--- src/hw/rtl/handle_hash_table_macros.svh ---
// Assertion macros for the handle hash table.
// Included by the top level; depends on nothing.
`ifndef HANDLE_HASH_TABLE_MACROS_SVH
`define HANDLE_HASH_TABLE_MACROS_SVH

// check cons in the same cycle as ante
`define HHT_ASSERT_SAME(lbl, ck, rn, ante, cons, msg) \
	lbl: assert property (@(posedge ck) disable iff (!rn) (ante) |-> (cons)) else $error(msg);

// check cons in the cycle after ante
`define HHT_ASSERT_NEXT(lbl, ck, rn, ante, cons, msg) \
	lbl: assert property (@(posedge ck) disable iff (!rn) (ante) |=> (cons)) else $error(msg);

`endif

--- src/hw/rtl/hht_pkg.sv ---
// Shared types, codes and constants of the handle hash table.
// No dependencies.
package hht_pkg;

	localparam int CAPACITY   = 1024;
	localparam int SLOT_W     = $clog2(CAPACITY);
	localparam int CNT_W      = SLOT_W + 1;
	localparam int TYPE_SHIFT = 56;
	localparam int TYPE_W     = 64 - TYPE_SHIFT;
	localparam int QDEPTH     = 2;
	localparam int QPTR_W     = $clog2(QDEPTH);
	localparam int CFG_IDX_W  = 8;

	localparam logic [CFG_IDX_W-1:0] CFG_MIN_TYPE = CFG_IDX_W'(0);
	localparam logic [CFG_IDX_W-1:0] CFG_MAX_TYPE = CFG_IDX_W'(1);

	localparam logic [63:0] MIX_C1 = 64'hbf58476d1ce4e5b9;
	localparam logic [63:0] MIX_C2 = 64'h94d049bb133111eb;

	typedef enum logic [1:0] {
		OP_INSERT = 2'd0,
		OP_LOOKUP = 2'd1,
		OP_REMOVE = 2'd2,
		OP_CLEAR  = 2'd3
	} op_t;

	typedef enum logic [2:0] {
		ST_OK        = 3'd0,
		ST_INVALID   = 3'd1,
		ST_NOT_FOUND = 3'd2,
		ST_EXISTS    = 3'd3,
		ST_NO_SPACE  = 3'd4
	} status_t;

	typedef enum logic [1:0] {
		MARK_EMPTY = 2'd0,
		MARK_USED  = 2'd1,
		MARK_TOMB  = 2'd2
	} mark_t;

	typedef enum logic [1:0] {
		F_IDLE,
		F_HASH,
		F_PUSH
	} f_state_t;

	typedef enum logic [1:0] {
		B_SWEEP,
		B_IDLE,
		B_READ,
		B_CHECK
	} b_state_t;

	typedef struct packed {
		op_t               op;
		logic              bad;
		logic [63:0]       handle;
		logic [63:0]       parent;
		logic [63:0]       native;
		logic [SLOT_W-1:0] slot;
	} cmd_t;

	typedef struct packed {
		logic [63:0] handle;
		logic [63:0] parent;
		logic [63:0] native;
	} rec_t;

	function automatic logic type_ok(input logic [TYPE_W-1:0] t, input logic [7:0] lo,
		input logic [7:0] hi);
		return (t >= lo) && (t <= hi);
	endfunction

	function automatic logic handle_ok(input logic [63:0] h, input logic [7:0] lo,
		input logic [7:0] hi);
		return type_ok(h[63:TYPE_SHIFT], lo, hi) && (h[TYPE_SHIFT-1:0] != '0);
	endfunction

endpackage

--- src/hw/rtl/hht_front.sv ---
// Front end: accepts operations, checks them and computes the start slot
// with an iterative 32x32 multiplier. Depends on hht_pkg.
module hht_front import hht_pkg::*; (
	input  logic        clk,
	input  logic        arst_n,
	input  logic        in_valid,
	output logic        in_ready,
	input  logic [1:0]  opcode,
	input  logic [63:0] handle_id,
	input  logic [7:0]  want_type,
	input  logic [63:0] parent_in,
	input  logic [63:0] native_in,
	input  logic [7:0]  min_type,
	input  logic [7:0]  max_type,
	input  logic        init_busy,
	output logic        q_valid,
	input  logic        q_ready,
	output cmd_t        q_data
);

	f_state_t    state_q, state_d;
	cmd_t        cmd_q, cmd_d;
	logic [2:0]  step_q, step_d;
	logic [63:0] a_q, a_d;
	logic [63:0] acc_q, acc_d;
	logic [63:0] prod_q;
	logic [31:0] mul_a, mul_b;
	logic [63:0] mul_bw;
	logic        bad;
	op_t         op_in;

	assign op_in = op_t'(opcode);

	always_comb begin
		unique case (op_in)
			OP_INSERT: bad = !handle_ok(handle_id, min_type, max_type) || (native_in == '0)
				|| ((parent_in != '0) && !handle_ok(parent_in, min_type, max_type));
			OP_LOOKUP, OP_REMOVE: bad = !type_ok(want_type, min_type, max_type)
				|| (handle_id[63:TYPE_SHIFT] != want_type)
				|| (handle_id[TYPE_SHIFT-1:0] == '0);
			default: bad = 1'b0;
		endcase
	end

	assign mul_bw = step_q[2] ? MIX_C2 : MIX_C1;
	assign mul_a  = step_q[1] ? a_q[63:32] : a_q[31:0];
	assign mul_b  = (step_q[1:0] == 2'd1) ? mul_bw[63:32] : mul_bw[31:0];

	always_ff @(posedge clk) begin
		prod_q <= mul_a * mul_b;
	end

	assign in_ready = (state_q == F_IDLE) && !init_busy;
	assign q_valid  = (state_q == F_PUSH);

	always_comb begin
		q_data      = cmd_q;
		q_data.slot = acc_q[SLOT_W-1:0] ^ acc_q[31 +: SLOT_W];
	end

	always_comb begin
		state_d = state_q;
		cmd_d   = cmd_q;
		step_d  = step_q;
		a_d     = a_q;
		acc_d   = acc_q;
		unique case (state_q)
			F_IDLE: begin
				if (in_valid && in_ready) begin
					cmd_d.op     = op_in;
					cmd_d.bad    = bad;
					cmd_d.handle = handle_id;
					cmd_d.parent = parent_in;
					cmd_d.native = native_in;
					cmd_d.slot   = '0;
					a_d          = handle_id ^ (handle_id >> 30);
					step_d       = '0;
					state_d      = (bad || op_in == OP_CLEAR) ? F_PUSH : F_HASH;
				end
			end
			F_HASH: begin
				unique case (step_q[1:0])
					2'd0: acc_d = acc_q;
					2'd1: acc_d = prod_q;
					default: acc_d = {acc_q[63:32] + prod_q[31:0], acc_q[31:0]};
				endcase
				if (step_q == 3'd3) begin
					a_d = acc_d ^ (acc_d >> 27);
				end
				step_d = step_q + 3'd1;
				if (step_q == 3'd7) begin
					state_d = F_PUSH;
				end
			end
			F_PUSH: begin
				if (q_ready) begin
					state_d = F_IDLE;
				end
			end
			default: state_d = F_IDLE;
		endcase
	end

	always_ff @(posedge clk or negedge arst_n) begin
		if (!arst_n) begin
			state_q <= F_IDLE;
			step_q  <= '0;
		end else begin
			state_q <= state_d;
			step_q  <= step_d;
		end
	end

	always_ff @(posedge clk) begin
		cmd_q <= cmd_d;
		a_q   <= a_d;
		acc_q <= acc_d;
	end

endmodule

--- config.mk ---
export PLATFORM = sky130hd
export DESIGN_NAME = hht_front
export DESIGN_NICKNAME = d
export VERILOG_FILES = /design/src/hw/rtl/handle_hash_table_macros.svh /design/src/hw/rtl/hht_pkg.sv /design/src/hw/rtl/hht_front.sv
export SDC_FILE = /design/constraint.sdc
export NUM_CORES = 2
export LEC_CHECK = 0
export ABC_CLOCK_PERIOD_IN_PS = 10100
export BUFFER_PORTS_ARGS = -buffer_cell sky130_fd_sc_hd__buf_4
export CAP_MARGIN = 20
export CELL_PAD_IN_SITES_DETAIL_PLACEMENT = 1
export CELL_PAD_IN_SITES_GLOBAL_PLACEMENT = 2
export CORE_UTILIZATION = 37
export CTS_BUF_LIST = sky130_fd_sc_hd__clkbuf_16
export DETAILED_ROUTE_END_ITERATION = 10
export GPL_TIMING_DRIVEN = 0
export PLACE_DENSITY_LB_ADDON = 0.25
export SLEW_MARGIN = 20
export SYNTH_ARGS = -nofsm -noshare
export SYNTH_HDL_FRONTEND = slang
export SYNTH_SLANG_ARGS = --single-unit
export TNS_END_PERCENT = 30
--- constraint.sdc ---
create_clock -name clk -period 10.1 [get_ports clk]
set_input_delay 0.505 -clock clk [delete_from_list [all_inputs] [get_ports clk]]
set_output_delay 0.505 -clock clk [all_outputs]
set_load 0.05 [all_outputs]
==> flow_summary.yaml <==
status:
  violations: "negative setup slack"
  status: "complete, but fails checks"
timing:
  slew_violations: 0
  rsz0062_at_grt: "yes"
  setup_violations: 1
  whs_ns: 0.110
  finalCritPeriodShare_pct: 100
  post-route-min-period_ns: 10.13
  slew_headroom_pct: 22.6
  fin_skew_ns: 0.0337
  hold_viol: 0
  fmax_ghz: 0.0987
  fin_ws_ns: -0.0301
  worstMarginPinSlew_ns: 1.15
floorplanning:
  die_w_um: 358
  core_area_sq_um: 126000
  start_util_pct: 37.3
  die_y_um: 358
  rows: 130
  num_io_pins: 430
  die_area_sq_um: 128000
logic_synthesis:
  netlist_instances: 4410
  syn_avg_cell_area_sq_um: 10.6
  async_reset_ff_share_pct: 1.28
  synth-seq-cells: 392
  synth_nets: 5877
  synth_top_cell_by_area: "fa_1"
  synth_warnings: 0
  synth_edf_count: 323
  synth_top_area_share_pct: 33.0
  synth.distinct_cells: 76
  synth_area_sq_um: 46800
  ys_seq_area_share_pct: 23.7
  synthTopCellsByArea: "fa_1 (33%), edfxtp_1 (21%), ha_1 (13%)"
  synth-main-ff-cell: "edfxtp_1"
clocking:
  clock-sinks: 392
  cts_made_buffers: 45
  ctsLongestPathBuffers: 3
  worstSkewPairLatency_ns: 0.60
  clk_pin_slew_worst_paths_ns: 0.06
  htreeDepth: 2
  clockRootBuffer: "clkbuf_16"
  cts_tree: "built"
critical_path:
  rrSetupSlack_ns: -0.03
  crit_required_ns: 10.57
  startpoint_type: "flop"
  end_kind: "flop"
  r2r.worst_path.cells: 27
  reg2reg_to: "prod_q[47]"
  critical-path-slowest-cell: "mux2i_4"
  worstPathArrival_ns: 10.60
  crit_type: "flop to flop"
  cpPeakStageDelay_ns: 0.75
  crit_family: "adder cells"
  cp.depth: 27
  timing.critical_path.buf_inv: 6
  worst_r2r_startpoint: "step_q[1]"
  cp_common_cell: "fa_1"
  cp_max_fo: 11
flow_run:
  cap_viol_max_count: 0
route:
  drt.antenna.violating_nets: 0
  drc: 0
  firstDrtPassIters: 7
  viasPerCell: 5.35
  wire_per_inst_um: 30.3
  wl_mm: 200
  vias: 35300
  first_iter_violations: 2973
final_layout:
  multi_input_area_sq_um: 32100
  n_fill_cell: 13900
  regArea_sq_um: 11100
  fin_nets: 6379
  layout_commonest_cell: "inv_1"
  final_cell_mix: "inv_1 (945), fa_1 (764), buf_4 (457), ha_1 (456), edfxtp_1 (323)"
  layout-drive-gt1-share_pct: 14.8
  area_delta_synth_final_pct: 17.0
grt:
  grt_pass1_wl_mm: 284
  grt_pass1_vias: 38300
  grtUsageTotal_pct: 31.6
  grt_antenna_before_repair: 10
  grt_overflow: 0
  grt_start_max_net_pins: 100
min_path:
  holdPathStages: 1
  hold_path_class: "primary input to flop"
  holdCritStartpoint: "parent_in[48]"
  min_to: "q_data[122]"
placement:
  port_buffers: 429
  dp_hpwl_mm: 170
  gp_congestion: 0.994
-- state kept, by name (all words and copies together) (netlist names) --
| signal | count |
|---|---|
| state_q | 2 |
| a_q | 64 |
| acc_q | 64 |
| prod_q | 64 |
| step_q | 3 |
| q_data | 195 |
-- cells in the mapped netlist, drive strengths merged (15+ instances only) --
| cell type | instances |
|---|---|
| a21o | 106 |
| a21oi | 124 |
| a22o | 41 |
| a22oi | 18 |
| a31oi | 15 |
| and2 | 95 |
| clkbuf | 128 |
| dfxtp | 64 |
| edfxtp | 323 |
| fa | 771 |
| ha | 473 |
| inv | 953 |
| mux2 | 17 |
| mux2i | 24 |
| nand2 | 250 |
| nand2b | 77 |
| nand3 | 25 |
| nand4 | 36 |
| nor2 | 231 |
| nor2b | 39 |
| nor4 | 52 |
| o21a | 15 |
| o21ai | 121 |
| o21bai | 21 |
| or2 | 17 |
| xnor2 | 135 |
| xor2 | 90 |
-- how the worst max path moves through the flow --
stage | start | to | slack [ns]
after floorplan | step_q[1] | prod_q[61] | 0.0001
after global placement | step_q[1] | prod_q[62] | -5.08
after detailed placement | step_q[1] | prod_q[63] | -4.50
after CTS | step_q[2] | prod_q[62] | 0.01
after global routing | step_q[1] | prod_q[47] | -0.23
final | step_q[1] | prod_q[47] | -0.03
-- layout make-up --
class                           count  share of cell area [%]
Buffer                            129                    1.48
Timing Repair Buffer              468                    6.74
Antenna cell                        4                  0.0183
Clock buffer                       47                    2.15
Tap cell                         1650                    3.77
Inverter                          957                    6.60
Sequential cell                   392                    20.3
Multi-Input combinational cell   2919                    58.5
Clock inverter                     33                   0.445
-- per-layer routing --
metal,vias to the layer above,share of wire (%),track usage (%)
met2,1331,46,50.8
met1,18600,42,42.7
met5,-,0.023,0
met4,8,4.2,11.1
met3,330,7.3,5.80
li1,15100,-,-
-- cell families after synthesis --
| kind of cell | share of synthesized area, % |
|---|---|
| muxes | 0.922 |
| xor gates and xnor gates | 4.21 |
| adders and majority gates | 45.6 |
| and+or+nand+nor | 8.98 |
| buffers and inverters | 8.82 |
| DFF | 23.7 |
| AOI/OAI and AO/OA | 7.74 |
-- per-stage QoR --
| step | util (%) | std cells | setup TNS [ns] | area (sq um) | setup WS (ns) |
|---|---|---|---|---|---|
| floorplan | - | 4410 | 0 | 46800 | 0.000123 |
| global placement | 41.5 | 6489 | -167.30 | 52100 | -5.08 |
| detailed placement | 41.8 | 6503 | -167.12 | 52500 | -4.50 |
| CTS | 43.5 | 6592 | 0 | 54600 | 0.0100 |
| global route | 43.6 | 6599 | -0.591 | 54800 | -0.230 |
| finish | 43.6 | 6599 | -0.0301 | 54800 | -0.0301 |
-- what timing repair did --
action / in CTS / in global routing
gates resized for setup: 163 / 37
pin swaps: 9 / 11
hold buffers: 1 / 0
hold endpoints to repair: 5 / 0
buffers inserted: 19 / 5
endpoints found under the setup margin: 52 / 15
Power is left out: the tool's default activity adds up to more than one toggle a clock period on the data nets, which glitch-free logic cannot reach.
