<file path="src/hw/rtl/handle_hash_table_macros.svh">
// Assertion macros for the handle hash table.
// Included by the top level; depends on nothing.
`ifndef HANDLE_HASH_TABLE_MACROS_SVH
`define HANDLE_HASH_TABLE_MACROS_SVH

// check cons in the same cycle as ante
`define HHT_ASSERT_SAME(lbl, ck, rn, ante, cons, msg) \
	lbl: assert property (@(posedge ck) disable iff (!rn) (ante) |-> (cons)) else $error(msg);

// check cons in the cycle after ante
`define HHT_ASSERT_NEXT(lbl, ck, rn, ante, cons, msg) \
	lbl: assert property (@(posedge ck) disable iff (!rn) (ante) |=> (cons)) else $error(msg);

`endif

</file>
<file path="src/hw/rtl/hht_pkg.sv">
// Shared types, codes and constants of the handle hash table.
// No dependencies.
package hht_pkg;

	localparam int CAPACITY   = 1024;
	localparam int SLOT_W     = $clog2(CAPACITY);
	localparam int CNT_W      = SLOT_W + 1;
	localparam int TYPE_SHIFT = 56;
	localparam int TYPE_W     = 64 - TYPE_SHIFT;
	localparam int QDEPTH     = 2;
	localparam int QPTR_W     = $clog2(QDEPTH);
	localparam int CFG_IDX_W  = 8;

	localparam logic [CFG_IDX_W-1:0] CFG_MIN_TYPE = CFG_IDX_W'(0);
	localparam logic [CFG_IDX_W-1:0] CFG_MAX_TYPE = CFG_IDX_W'(1);

	localparam logic [63:0] MIX_C1 = 64'hbf58476d1ce4e5b9;
	localparam logic [63:0] MIX_C2 = 64'h94d049bb133111eb;

	typedef enum logic [1:0] {
		OP_INSERT = 2'd0,
		OP_LOOKUP = 2'd1,
		OP_REMOVE = 2'd2,
		OP_CLEAR  = 2'd3
	} op_t;

	typedef enum logic [2:0] {
		ST_OK        = 3'd0,
		ST_INVALID   = 3'd1,
		ST_NOT_FOUND = 3'd2,
		ST_EXISTS    = 3'd3,
		ST_NO_SPACE  = 3'd4
	} status_t;

	typedef enum logic [1:0] {
		MARK_EMPTY = 2'd0,
		MARK_USED  = 2'd1,
		MARK_TOMB  = 2'd2
	} mark_t;

	typedef enum logic [1:0] {
		F_IDLE,
		F_HASH,
		F_PUSH
	} f_state_t;

	typedef enum logic [1:0] {
		B_SWEEP,
		B_IDLE,
		B_READ,
		B_CHECK
	} b_state_t;

	typedef struct packed {
		op_t               op;
		logic              bad;
		logic [63:0]       handle;
		logic [63:0]       parent;
		logic [63:0]       native;
		logic [SLOT_W-1:0] slot;
	} cmd_t;

	typedef struct packed {
		logic [63:0] handle;
		logic [63:0] parent;
		logic [63:0] native;
	} rec_t;

	function automatic logic type_ok(input logic [TYPE_W-1:0] t, input logic [7:0] lo,
		input logic [7:0] hi);
		return (t >= lo) && (t <= hi);
	endfunction

	function automatic logic handle_ok(input logic [63:0] h, input logic [7:0] lo,
		input logic [7:0] hi);
		return type_ok(h[63:TYPE_SHIFT], lo, hi) && (h[TYPE_SHIFT-1:0] != '0);
	endfunction

endpackage

</file>
<file path="src/hw/rtl/hht_fifo.sv">
// Short command queue between the front end and the probe engine.
// Depends on hht_pkg.
module hht_fifo import hht_pkg::*; (
	input  logic clk,
	input  logic arst_n,
	input  logic in_valid,
	output logic in_ready,
	input  cmd_t in_data,
	output logic out_valid,
	input  logic out_ready,
	output cmd_t out_data
);

	cmd_t              mem_q [QDEPTH];
	logic [QPTR_W-1:0] wr_ptr_q, rd_ptr_q;
	logic [QPTR_W:0]   cnt_q;
	logic              push, pop;

	assign in_ready  = (cnt_q != (QPTR_W+1)'(QDEPTH));
	assign out_valid = (cnt_q != '0);
	assign out_data  = mem_q[rd_ptr_q];
	assign push      = in_valid && in_ready;
	assign pop       = out_valid && out_ready;

	always_ff @(posedge clk) begin
		if (push) begin
			mem_q[wr_ptr_q] <= in_data;
		end
	end

	always_ff @(posedge clk or negedge arst_n) begin
		if (!arst_n) begin
			wr_ptr_q <= '0;
			rd_ptr_q <= '0;
			cnt_q    <= '0;
		end else begin
			if (push) begin
				wr_ptr_q <= wr_ptr_q + QPTR_W'(1);
			end
			if (pop) begin
				rd_ptr_q <= rd_ptr_q + QPTR_W'(1);
			end
			cnt_q <= cnt_q + (QPTR_W+1)'(push) - (QPTR_W+1)'(pop);
		end
	end

endmodule

</file>
<file path="config.mk">
export PLATFORM = sky130hd
export DESIGN_NAME = hht_fifo
export DESIGN_NICKNAME = d
export VERILOG_FILES = /design/src/hw/rtl/handle_hash_table_macros.svh /design/src/hw/rtl/hht_pkg.sv /design/src/hw/rtl/hht_fifo.sv
export SDC_FILE = /design/constraint.sdc
export NUM_CORES = 1
export LEC_CHECK = 0
export BUFFER_PORTS_ARGS = -buffer_cell sky130_fd_sc_hd__buf_2
export CAP_MARGIN = 20
export CORE_ASPECT_RATIO = 1.4
export CORE_UTILIZATION = 30
export CTS_CLUSTER_SIZE = 20
export DETAILED_ROUTE_END_ITERATION = 16
export SETUP_SLACK_MARGIN = 0.02
export SYNTH_ARGS = -nofsm -noshare
export SYNTH_HDL_FRONTEND = slang
export SYNTH_SLANG_ARGS = --single-unit
</file>
<file path="constraint.sdc">
create_clock -name clk -period 24.4 [get_ports clk]
set_input_delay 4.88 -clock clk [delete_from_list [all_inputs] [get_ports clk]]
set_output_delay 4.88 -clock clk [all_outputs]
set_load 0.02 [all_outputs]
</file>
==> key figures, run 1 <==
Clock network
  • TritonCTS clock tree: done
  • Buffer levels on the longest clock path: 3
  • PostCTS Resize Cnt: 0
  • CTS H-tree depth: 2
  • CTS Buf Count: 40
  • Latest clock arrival within the worst-skew pair: around 0.54 ns
  • Hold-fix buffers, CTS: 0
  • Post-CTS setup buffer count: 0
  • Clock Tree Root: clkbuf_16
  • Clock tree sinks: just over 400
  • Worst-path clk slew: 0.06 ns

STA
  • Minimum clock period: roughly 8.6 ns
  • Max Transition Viols Final: 0
  • RSZ-0062 raised after global routing: false
  • Worst Tran Pin Value: around 1.1 ns
  • Final setup TNS: 0 ns
  • Hold slack final: 0.560 ns
  • Max Clock Skew: around 0.013 ns
  • Highest clock rate: roughly 120 MHz
  • Endpoints failing hold: 0
  • Relative slew slack: between 20% and 30%
  • Final setup viols: 0
  • Period utilisation layout: a little over a third
  • Final setup margin: ~16 ns

Worst setup path
  • Worst path arrival time: 3.73 ns
  • Crit-path cells: buf_4, buf_4, mux2_2, buf_2
  • Setup Crit Path Kind: reg -> out
  • Critical path buffers and inverters: 3
  • CP required: between 15 and 20 ns
  • Crit path max fanout: between 50 and 60
  • Setup crit end kind: primary output
  • CP max stage delay: 0.87 ns
  • Worst-path cell with the longest stage delay: dfrtp_4
  • Worst setup SP type: flop
  • Cell family with most CP delay: buffers and inverters
  • Most frequent CP cell: buf_4

Floorplan
  • Rows: between 90 and 100
  • Initial Util: 30.5%
  • Die Y: 272 um
  • Area of the core: between 0.05 and 0.06 mm2
  • # IOs: 416
  • Die Wd: a little under 200 um
  • Die area: 0.0529 mm2

GRT
  • GRT Total Usage: between 10% and 20%
  • Initial antenna violation count: 13
  • Number of global-route vias before repair: approximately 8100
  • First-pass GRT wire length: 48.4 mm
  • Remaining Overflow, GRT: 0
  • Largest net degree at the start of global routing: between 70 and 80

Routing
  • Post-DRT Antenna Nets: 0
  • Post-DR wirelength/cell: roughly 19 um
  • Drt first pass iters: 4
  • 1st-iter DRT viols: 348
  • Drt drc: 0
  • Drt total wl: roughly 33 mm
  • Via density: between 4 and 5
  • Vias: about 7700

Yosys
  • Largest area contributor in the netlist: edfxtp_1
  • Seq/Total Area, Yosys: 79.6%
  • Post-Syn Nets: 870
  • #FFs+latches synth: approximately 410
  • Synth cell types: 19
  • Largest cells by area after synthesis: edfxtp_1 (79%), mux2_4 (13%), mux2_2 (4.7%)
  • Top cell type's share of synthesized area: ~79%
  • Synthesized area: between 0.015 and 0.02 mm2
  • Mean Syn Cell Area: ~24 um2
  • Post-Syn Instances: 660
  • Ys Warns: 0

Layout
  • Most frequent cells in the layout: buf_2 (415), edfxtp_1 (410), mux2_4 (140), mux2_2 (65), clkbuf_16 (41)
  • Filler Cell Count: 4741
  • Final net count: 1313
  • Most common cell after layout, fill and taps aside: buf_2
  • Fraction of layout cells with a size suffix above 1: between 60% and 70%
  • Area Overhead vs Synth: 25.8%
  • Fin util: 38.3%
  • Non-filler instance count after layout: ~1800

Min path
  • Hold Path Class: reg -> reg

Placement
  • PortBufs: between 400 and 500
  • Placed Cells: 1711
  • DP Worst Slack: between 15 and 20 ns
  • Routability congestion estimate: 0.746
  • Hpwl dp: about 23 mm

Power
  • Pwr Density: roughly 130 mW/mm2
  • VDD IR max: between 80 and 90 uV
  • Pleak: approximately 7.6 nW

Job
  • MaxCap Viol Count: 0

Run status
  • Run status: completed
[power by group]
part           leakage, nW  switching, mW  internal [mW]
clock network        0.599          0.252          0.338
logic                 3.13          0.495          0.355
registers             3.86         0.0549          0.974
total                 7.59          0.802           1.67
[registers in the layout (all words and copies together), names as in the netlist]
| register | flops |
|---|---|
| rd_ptr_q | 1 |
| wr_ptr_q | 1 |
| cnt_q | 2 |
| mem_q | 410 |
[cells in the mapped netlist]
cell      number
a211oi_1       1
a21bo_2        1
a32oi_1        1
and3_1         1
buf_2          6
buf_6         17
dfrtp_1        4
edfxtp_1     410
ha_1           1
mux2_2        65
mux2_4       140
nand2_1        2
nand2b_1       1
nand3_1        1
nor2_1         3
nor2b_1        1
o21ai_0        1
or2_2          1
xnor2_1        3
[worst paths after layout]
kind	from	end	slack [ns]	cells after the start
setup / recovery	rd_ptr_q	out_data[43]	15.79	4
hold / removal	wr_ptr_q	wr_ptr_q	0.56	1
setup reg to reg	cnt_q[0]	mem_q[1][144]	21.05	4
hold reg to reg	wr_ptr_q	wr_ptr_q	0.56	1
max in group asynchronous	arst_n	rd_ptr_q	20.13	1
min in group asynchronous	arst_n	rd_ptr_q	4.13	1
[metrics by stage]
step	power, mW	cell area (um2)
6_report	2.47	19600
4_1_cts	2.51	19600
3_3_place_gp	1.90	18300
5_1_grt	2.57	19600
2_1_floorplan	1.70	15600
3_5_place_dp	1.91	18300
[metal layers]
| layer | track usage, % | share of wire, % |
|---|---|---|
| met5 | 0 | 0.16 |
| met4 | 5.76 | 3.4 |
| met3 | 4.16 | 7.5 |
| met2 | 22.1 | 53 |
| met1 | 12.5 | 35 |
[final cells by class]
type	count	area, um2	area share (%)
Multi-Input combinational cell	223	2970	15.1
Sequential cell	414	12400	63.3
Tap cell	650	813	4.15
Clock inverter	17	148	0.753
Clock buffer	55	1100	5.60
Timing Repair Buffer	424	2140	10.9
Antenna cell	8	20.0	0.102
[cell families after synthesis]
kind of cell,Yosys count,synth area share (%)
AO/OA/AOI/OAI,4,0.201
multiplexers,205,18.2
buffers and inverters,23,1.42
XOR/XNOR,3,0.169
adder cells (fa/ha/maj),1,0.0803
flip-flops,414,79.6
AND/OR/NAND/NOR,10,0.313
(Power assumes the default switching activity.)
==> run 2: changes to the inputs <==
- clock period: 24.4 -> 8.3 ns (I/O delays scaled with it)
==> key figures, run 2 (synthesis gave the netlist of run 1 again) <==
STA
  • Worst Tran Pin Value: 1.17 ns (+0.0556 ns)
  • RSZ-0062 raised after global routing: false
  • Highest clock rate: ~220 MHz
  • Period utilisation layout: a little over half
  • Max Transition Viols Final: 0 (unchanged)
  • Final setup TNS: 0 ns (unchanged)
  • Relative slew slack: 22.0% (-3.7 points)
  • Final setup viols: 0 (unchanged)
  • Minimum clock period: between 4 and 5 ns
  • Endpoints failing hold: 0 (unchanged)
  • Max Clock Skew: 0.0245 ns (+0.0112 ns)

Routing
  • Post-DR wirelength/cell: 18.3 um (-2.1%)
  • Drt drc: 0 (unchanged)
  • Drt total wl: 32.8 mm (-2.2%)
  • Post-DRT Antenna Nets: 0 (unchanged)
  • Vias: 7697 (-0.34%)
  • Drt first pass iters: 4 (unchanged)
  • Via density: 4.30 (-0.23%)
  • 1st-iter DRT viols: 265 (-24%)

Layout
  • FF/Latch Area: 0.0124 mm2 (unchanged)
  • Largest register FFs: 410 (unchanged)
  • Final net count: 1314 (+0.076%)
  • Top Registers: mem_q x410, cnt_q x2
  • Filler Cell Count: 4718 (-0.49%)
  • Most frequent cells in the layout: buf_2 (415), edfxtp_1 (410), mux2_4 (140), mux2_2 (65), clkbuf_16 (43)
  • Most common cell after layout, fill and taps aside: buf_2
  • Area Overhead vs Synth: 26.5%
  • Most flops, register: mem_q
  • Fraction of layout cells with a size suffix above 1: 61.0% (+0.14 points)
  • Multi-input gate area: 0.00297 mm2 (unchanged)

Clock network
  • Post-CTS setup buffer count: 0 (unchanged)
  • PostCTS Resize Cnt: 0 (unchanged)
  • Worst-path clk slew: 0.07 ns (about the same)
  • CTS H-tree depth: 2 (unchanged)
  • Hold-fix buffers, CTS: 0 (unchanged)
  • CTS Buf Count: 42 (+5.0%)
  • TritonCTS clock tree: done
  • Buffer levels on the longest clock path: 3 (unchanged)
  • Latest clock arrival within the worst-skew pair: 0.56 ns (+0.02 ns)
  • Clock Tree Root: clkbuf_16
  • Clock tree sinks: 414 (unchanged)

GRT
  • Number of global-route vias before repair: 8210 (+1.6%)
  • Initial antenna violation count: 12 (-1)
  • Remaining Overflow, GRT: 0 (unchanged)
  • Largest net degree at the start of global routing: 128 (+68%)
  • First-pass GRT wire length: 47.7 mm (-1.3%)
  • GRT Total Usage: 12.1% (-0.14 points)

Job
  • MaxCap Viol Count: 0 (unchanged)

Floorplan
  • Die Wd: 195 um (unchanged)
  • Area of the core: 0.0511 mm2 (unchanged)
  • Rows: 98 (unchanged)
  • Initial Util: 30.5% (unchanged)
  • Die Y: 272 um (unchanged)
  • # IOs: 416 (unchanged)
  • Die area: 0.0529 mm2 (unchanged)

Worst setup path
  • Worst reg2reg setup slack: 5.39 ns (-15.66 ns)
  • Setup Crit Path Kind: reg -> out
  • FF-to-FF path depth: 5 (+1)
  • Crit path launch: rd_ptr_q
  • CP required: 6.64 ns (-12.88 ns)
  • R2r startpoint: cnt_q[0]
  • Crit path max fanout: 127 (+140%)
  • FF-to-FF End: mem_q[0][147]
  • Worst path arrival time: 2.84 ns (-0.89 ns)
  • Setup crit end kind: primary output
  • Worst setup SP type: flop

Placement
  • Routability congestion estimate: 0.738 (-1.0%)
  • PortBufs: 415 (unchanged)
  • Hpwl dp: 21.8 mm (-6.5%)

Power
  • Pwr Density: 375 mW/mm2 (+200%)
  • Tot Pwr: 7.40 mW (+200%)
  • VDD IR max: 236 uV (+180%)
  • Pleak: 7.64 nW (+0.73%)

Min path
  • Hold wc startpoint: wr_ptr_q
  • Hold Crit Endpoint: wr_ptr_q
  • Hold Path Class: reg -> reg
  • Hold path cells: 1 (unchanged)

Run status
  • Run status: completed
[run 2: cell count changes in the layout (fill, tap and decap cells not counted), sizes merged]
| cell | before | now |
|---|---|---|
| inv | 2 | 1 |
| clkinv | 10 | 17 |
| buf | 424 | 423 |
| bufinv | 2 | 5 |
| diode | 8 | 7 |
| clkbuf | 55 | 47 |
| clkinvlp | 3 | 2 |
[run 2: routing by layer]
metal | up-vias | global-route usage, % | wire, um
li1 | 3536 | - | -
met1 | 3796 | 12.8 | 12100
met2 | 282 | 21.2 | 17000
met3 | 77 | 3.95 | 2220
met4 | 6 | 6.35 | 1430
met5 | - | 0 | 35
[run 2: worst max-delay path, stage by stage, from the launching register on]
cell     delay (ns)
dfrtp_4        0.78
buf_12         0.54
mux2_2         0.44
buf_2          0.17
[run 2: final cells by class]
class                           count  share of cell area [%]
Timing Repair Buffer              423                    11.0
Clock inverter                     25                    1.26
Clock buffer                       47                    5.53
Sequential cell                   414                    63.0
Multi-Input combinational cell    223                    15.0
Tap cell                          650                    4.13
Antenna cell                        7                  0.0889
[run 2: worst max path at each step]
stage	end	slack, ns	depth (start not counted)
2_1_floorplan	mem_q[0][0]	0.76	2
6_report	out_data[194]	3.80	3
3_3_place_gp	mem_q[0][170]	4.21	5
5_1_grt	out_data[194]	3.69	3
4_1_cts	out_data[194]	3.75	3
3_5_place_dp	mem_q[0][119]	4.15	5
[run 2: power breakdown]
group	internal (mW)	switching (mW)
logic	1.06	1.48
registers	2.86	0.141
clock network	1.10	0.768
[run 2: through the flow]
stage / cell area [um2] / worst slack, ns / hold slack, ns / util (%) / std cells
2_1_floorplan: 15600 / 0.759 / 0.479 / - / 660
3_3_place_gp: 18400 / 4.21 / 0.550 / 35.9 / 1710
3_5_place_dp: 18400 / 4.15 / 0.547 / 35.9 / 1710
4_1_cts: 19700 / 3.75 / 0.561 / 38.5 / 1782
5_1_grt: 19700 / 3.69 / 0.581 / 38.6 / 1789
6_report: 19700 / 3.80 / 0.558 / 38.6 / 1789
==> run 3: changes to the inputs <==
- clock period: 8.3 -> 4 ns (I/O delays scaled with it)
==> key figures, run 3 (synthesis gave the netlist of run 1 again) <==
Power
  • Tot Pwr: 15.3 mW (+110%)
  • Pwr Density: 771 mW/mm2 (+110%)
  • VDD IR max: 427 uV (+81%)
  • Switching Share: 32.6% (+0.39 points)
  • Pleak: 7.70 nW (+0.67%)
  • Sequential share of power: 41.0% (+0.4 points)
  • Clock Power Share: 23.8% (-1.4 points)
  • Internal power: 10.3 mW (+110%)
  • Gate power share: 35.3% (+1.0 points)
  • Psw: 4.99 mW (+110%)

Floorplan
  • Die Y: 272 um (unchanged)
  • Initial Util: 30.5% (unchanged)
  • Die Wd: 195 um (unchanged)
  • Rows: 98 (unchanged)
  • Area of the core: 0.0511 mm2 (unchanged)
  • # IOs: 416 (unchanged)
  • Die area: 0.0529 mm2 (unchanged)

Routing
  • Drt first pass iters: 4 (unchanged)
  • Drt drc: 0 (unchanged)
  • Drt total wl: 33.5 mm (+2.2%)
  • Post-DR wirelength/cell: 18.6 um (+1.5%)
  • Vias: 7743 (+0.60%)
  • Via density: 4.30 (-0.13%)
  • Post-DRT Antenna Nets: 0 (unchanged)
  • 1st-iter DRT viols: 267 (+0.75%)

Run status
  • Run status: completed

GRT
  • GRT Total Usage: 12.2% (+0.10 points)
  • Number of global-route vias before repair: 8167 (-0.52%)
  • Remaining Overflow, GRT: 0 (unchanged)
  • Largest net degree at the start of global routing: 112 (-13%)
  • First-pass GRT wire length: 48.3 mm (+1.2%)
  • Initial antenna violation count: 13 (+1)

STA
  • Relative slew slack: 48.8% (+27 points)
  • RSZ-0062 raised after global routing: false
  • Minimum clock period: between 3 and 4 ns
  • Hold slack final: 0.0533 ns (-0.504 ns)
  • Period utilisation layout: 80.1%
  • Max Transition Viols Final: 0 (unchanged)
  • Endpoints failing hold: 0 (unchanged)
  • Max Clock Skew: 0.0138 ns (-0.0106 ns)
  • Final setup TNS: 0 ns (unchanged)
  • Highest clock rate: 312 MHz
  • Final setup viols: 0 (unchanged)
  • Worst Tran Pin Value: 0.768 ns (-0.402 ns)

Worst setup path
  • CP required: 3.20 ns (-3.44 ns)
  • Worst-path cell with the longest stage delay: dfrtp_4
  • Worst path arrival time: 2.40 ns (-0.44 ns)
  • CP max stage delay: 0.94 ns (+0.16 ns)
  • Worst setup SP type: flop
  • Setup Crit Path Kind: reg -> out
  • FF-to-FF path depth: 3 (-2)
  • Worst setup path endpoint: out_data[195]
  • Crit path max fanout: 43 (-66%)
  • Crit path launch: rd_ptr_q
  • Crit-path cells: buf_12, mux2_2, buf_2
  • R2r startpoint: cnt_q[0]
  • Setup crit end kind: primary output
  • Worst reg2reg setup slack: 1.88 ns (-3.51 ns)
  • FF-to-FF End: mem_q[1][168]

Layout
  • Most flops, register: mem_q
  • Largest register FFs: 410 (unchanged)
  • Final net count: 1325 (+0.84%)
  • Filler Cell Count: 4684 (-0.72%)
  • Most common cell after layout, fill and taps aside: buf_2
  • Most frequent cells in the layout: buf_2 (415), edfxtp_1 (410), mux2_4 (140), mux2_2 (65), clkbuf_16 (41)
  • Area Overhead vs Synth: 27.3%
  • Fraction of layout cells with a size suffix above 1: 61.6% (+0.69 points)
  • Top Registers: mem_q x410, cnt_q x2

Min path
  • Hold Path Class: in -> async

Clock network
  • Post-CTS setup buffer count: 0 (unchanged)
  • CTS Buf Count: 41 (-2.4%)
  • Clock tree sinks: 414 (unchanged)
  • TritonCTS clock tree: done
  • Latest clock arrival within the worst-skew pair: 0.54 ns (-0.02 ns)
  • Worst-path clk slew: 0.06 ns (about the same)
  • Buffer levels on the longest clock path: 3 (unchanged)
  • CTS H-tree depth: 2 (unchanged)
  • PostCTS Resize Cnt: 0 (unchanged)
  • Hold-fix buffers, CTS: 0 (unchanged)
  • Clock Tree Root: clkbuf_16

Placement
  • PortBufs: 415 (unchanged)
  • Hpwl dp: 23.0 mm (+5.8%)
  • Routability congestion estimate: 0.760 (+3.0%)

Job
  • MaxCap Viol Count: 0 (unchanged)
## run 3: cell types whose count changed in the layout (fill, tap and decap cells not counted), moves of 2 or more
cell / change
buf_12: +8
clkinv_1: -5
buf_4: +4
clkbuf_1: +3
clkinv_2: +3
diode_2: +3
bufinv_16: -2
clkbuf_16: -2
inv_6: +2
## run 3: metrics by stage
step / std cells / instance area [um2] / setup WS [ns] / util, %
2_1_floorplan: 660 / 15600 / -0.293 / -
3_3_place_gp: 1722 / 18600 / 1.29 / 36.3
3_5_place_dp: 1722 / 18600 / 1.28 / 36.3
4_1_cts: 1792 / 19800 / 0.672 / 38.7
5_1_grt: 1801 / 19800 / 0.643 / 38.8
6_report: 1802 / 19800 / 0.796 / 38.8
## run 3: worst min-delay path by stage
stage	to	slack, ns	cells after the start
global route	cnt_q[1]	0.02	1
detailed placement	wr_ptr_q	0.57	1
floorplan	cnt_q[0]	0.50	0
global placement	wr_ptr_q	0.54	1
CTS	rd_ptr_q	0.01	1
finish	wr_ptr_q	0.05	1
## run 3: cell type report
cell class                      count  area [um2]  share of cell area (%)
Tap cell                          650         813                    4.10
Clock buffer                       48        1050                    5.30
Antenna cell                       10        25.0                   0.126
Timing Repair Buffer              435        2350                    11.9
Clock inverter                     22         194                   0.978
Multi-Input combinational cell    223        2980                    15.0
Sequential cell                   414       12400                    62.6
## run 3: metal layers
layer  vias to the layer above  wire length [um]  global-route usage [%]
met4                         6              1290                    6.85
li1                       3558                 -                       -
met2                       263             18000                    21.9
met3                        70              2180                    3.80
met1                      3846             12000                    12.4
met5                         -                35                       0
## run 3: power groups by stage
stage               registers [mW]  clock network [mW]  logic, mW
finish                        6.26                3.64       5.39
global route                  6.36                3.89       5.69
CTS                           6.29                3.77       5.51
detailed placement            6.37                   0       5.50
global placement              6.32                   0       5.47
floorplan                     6.27                   0       3.91
## run 3: critical path: cells and delay by family (launching register included)
family   cells  cell delay (ns)
flops        1             0.94
buf+inv      2             0.50
mux          1             0.39
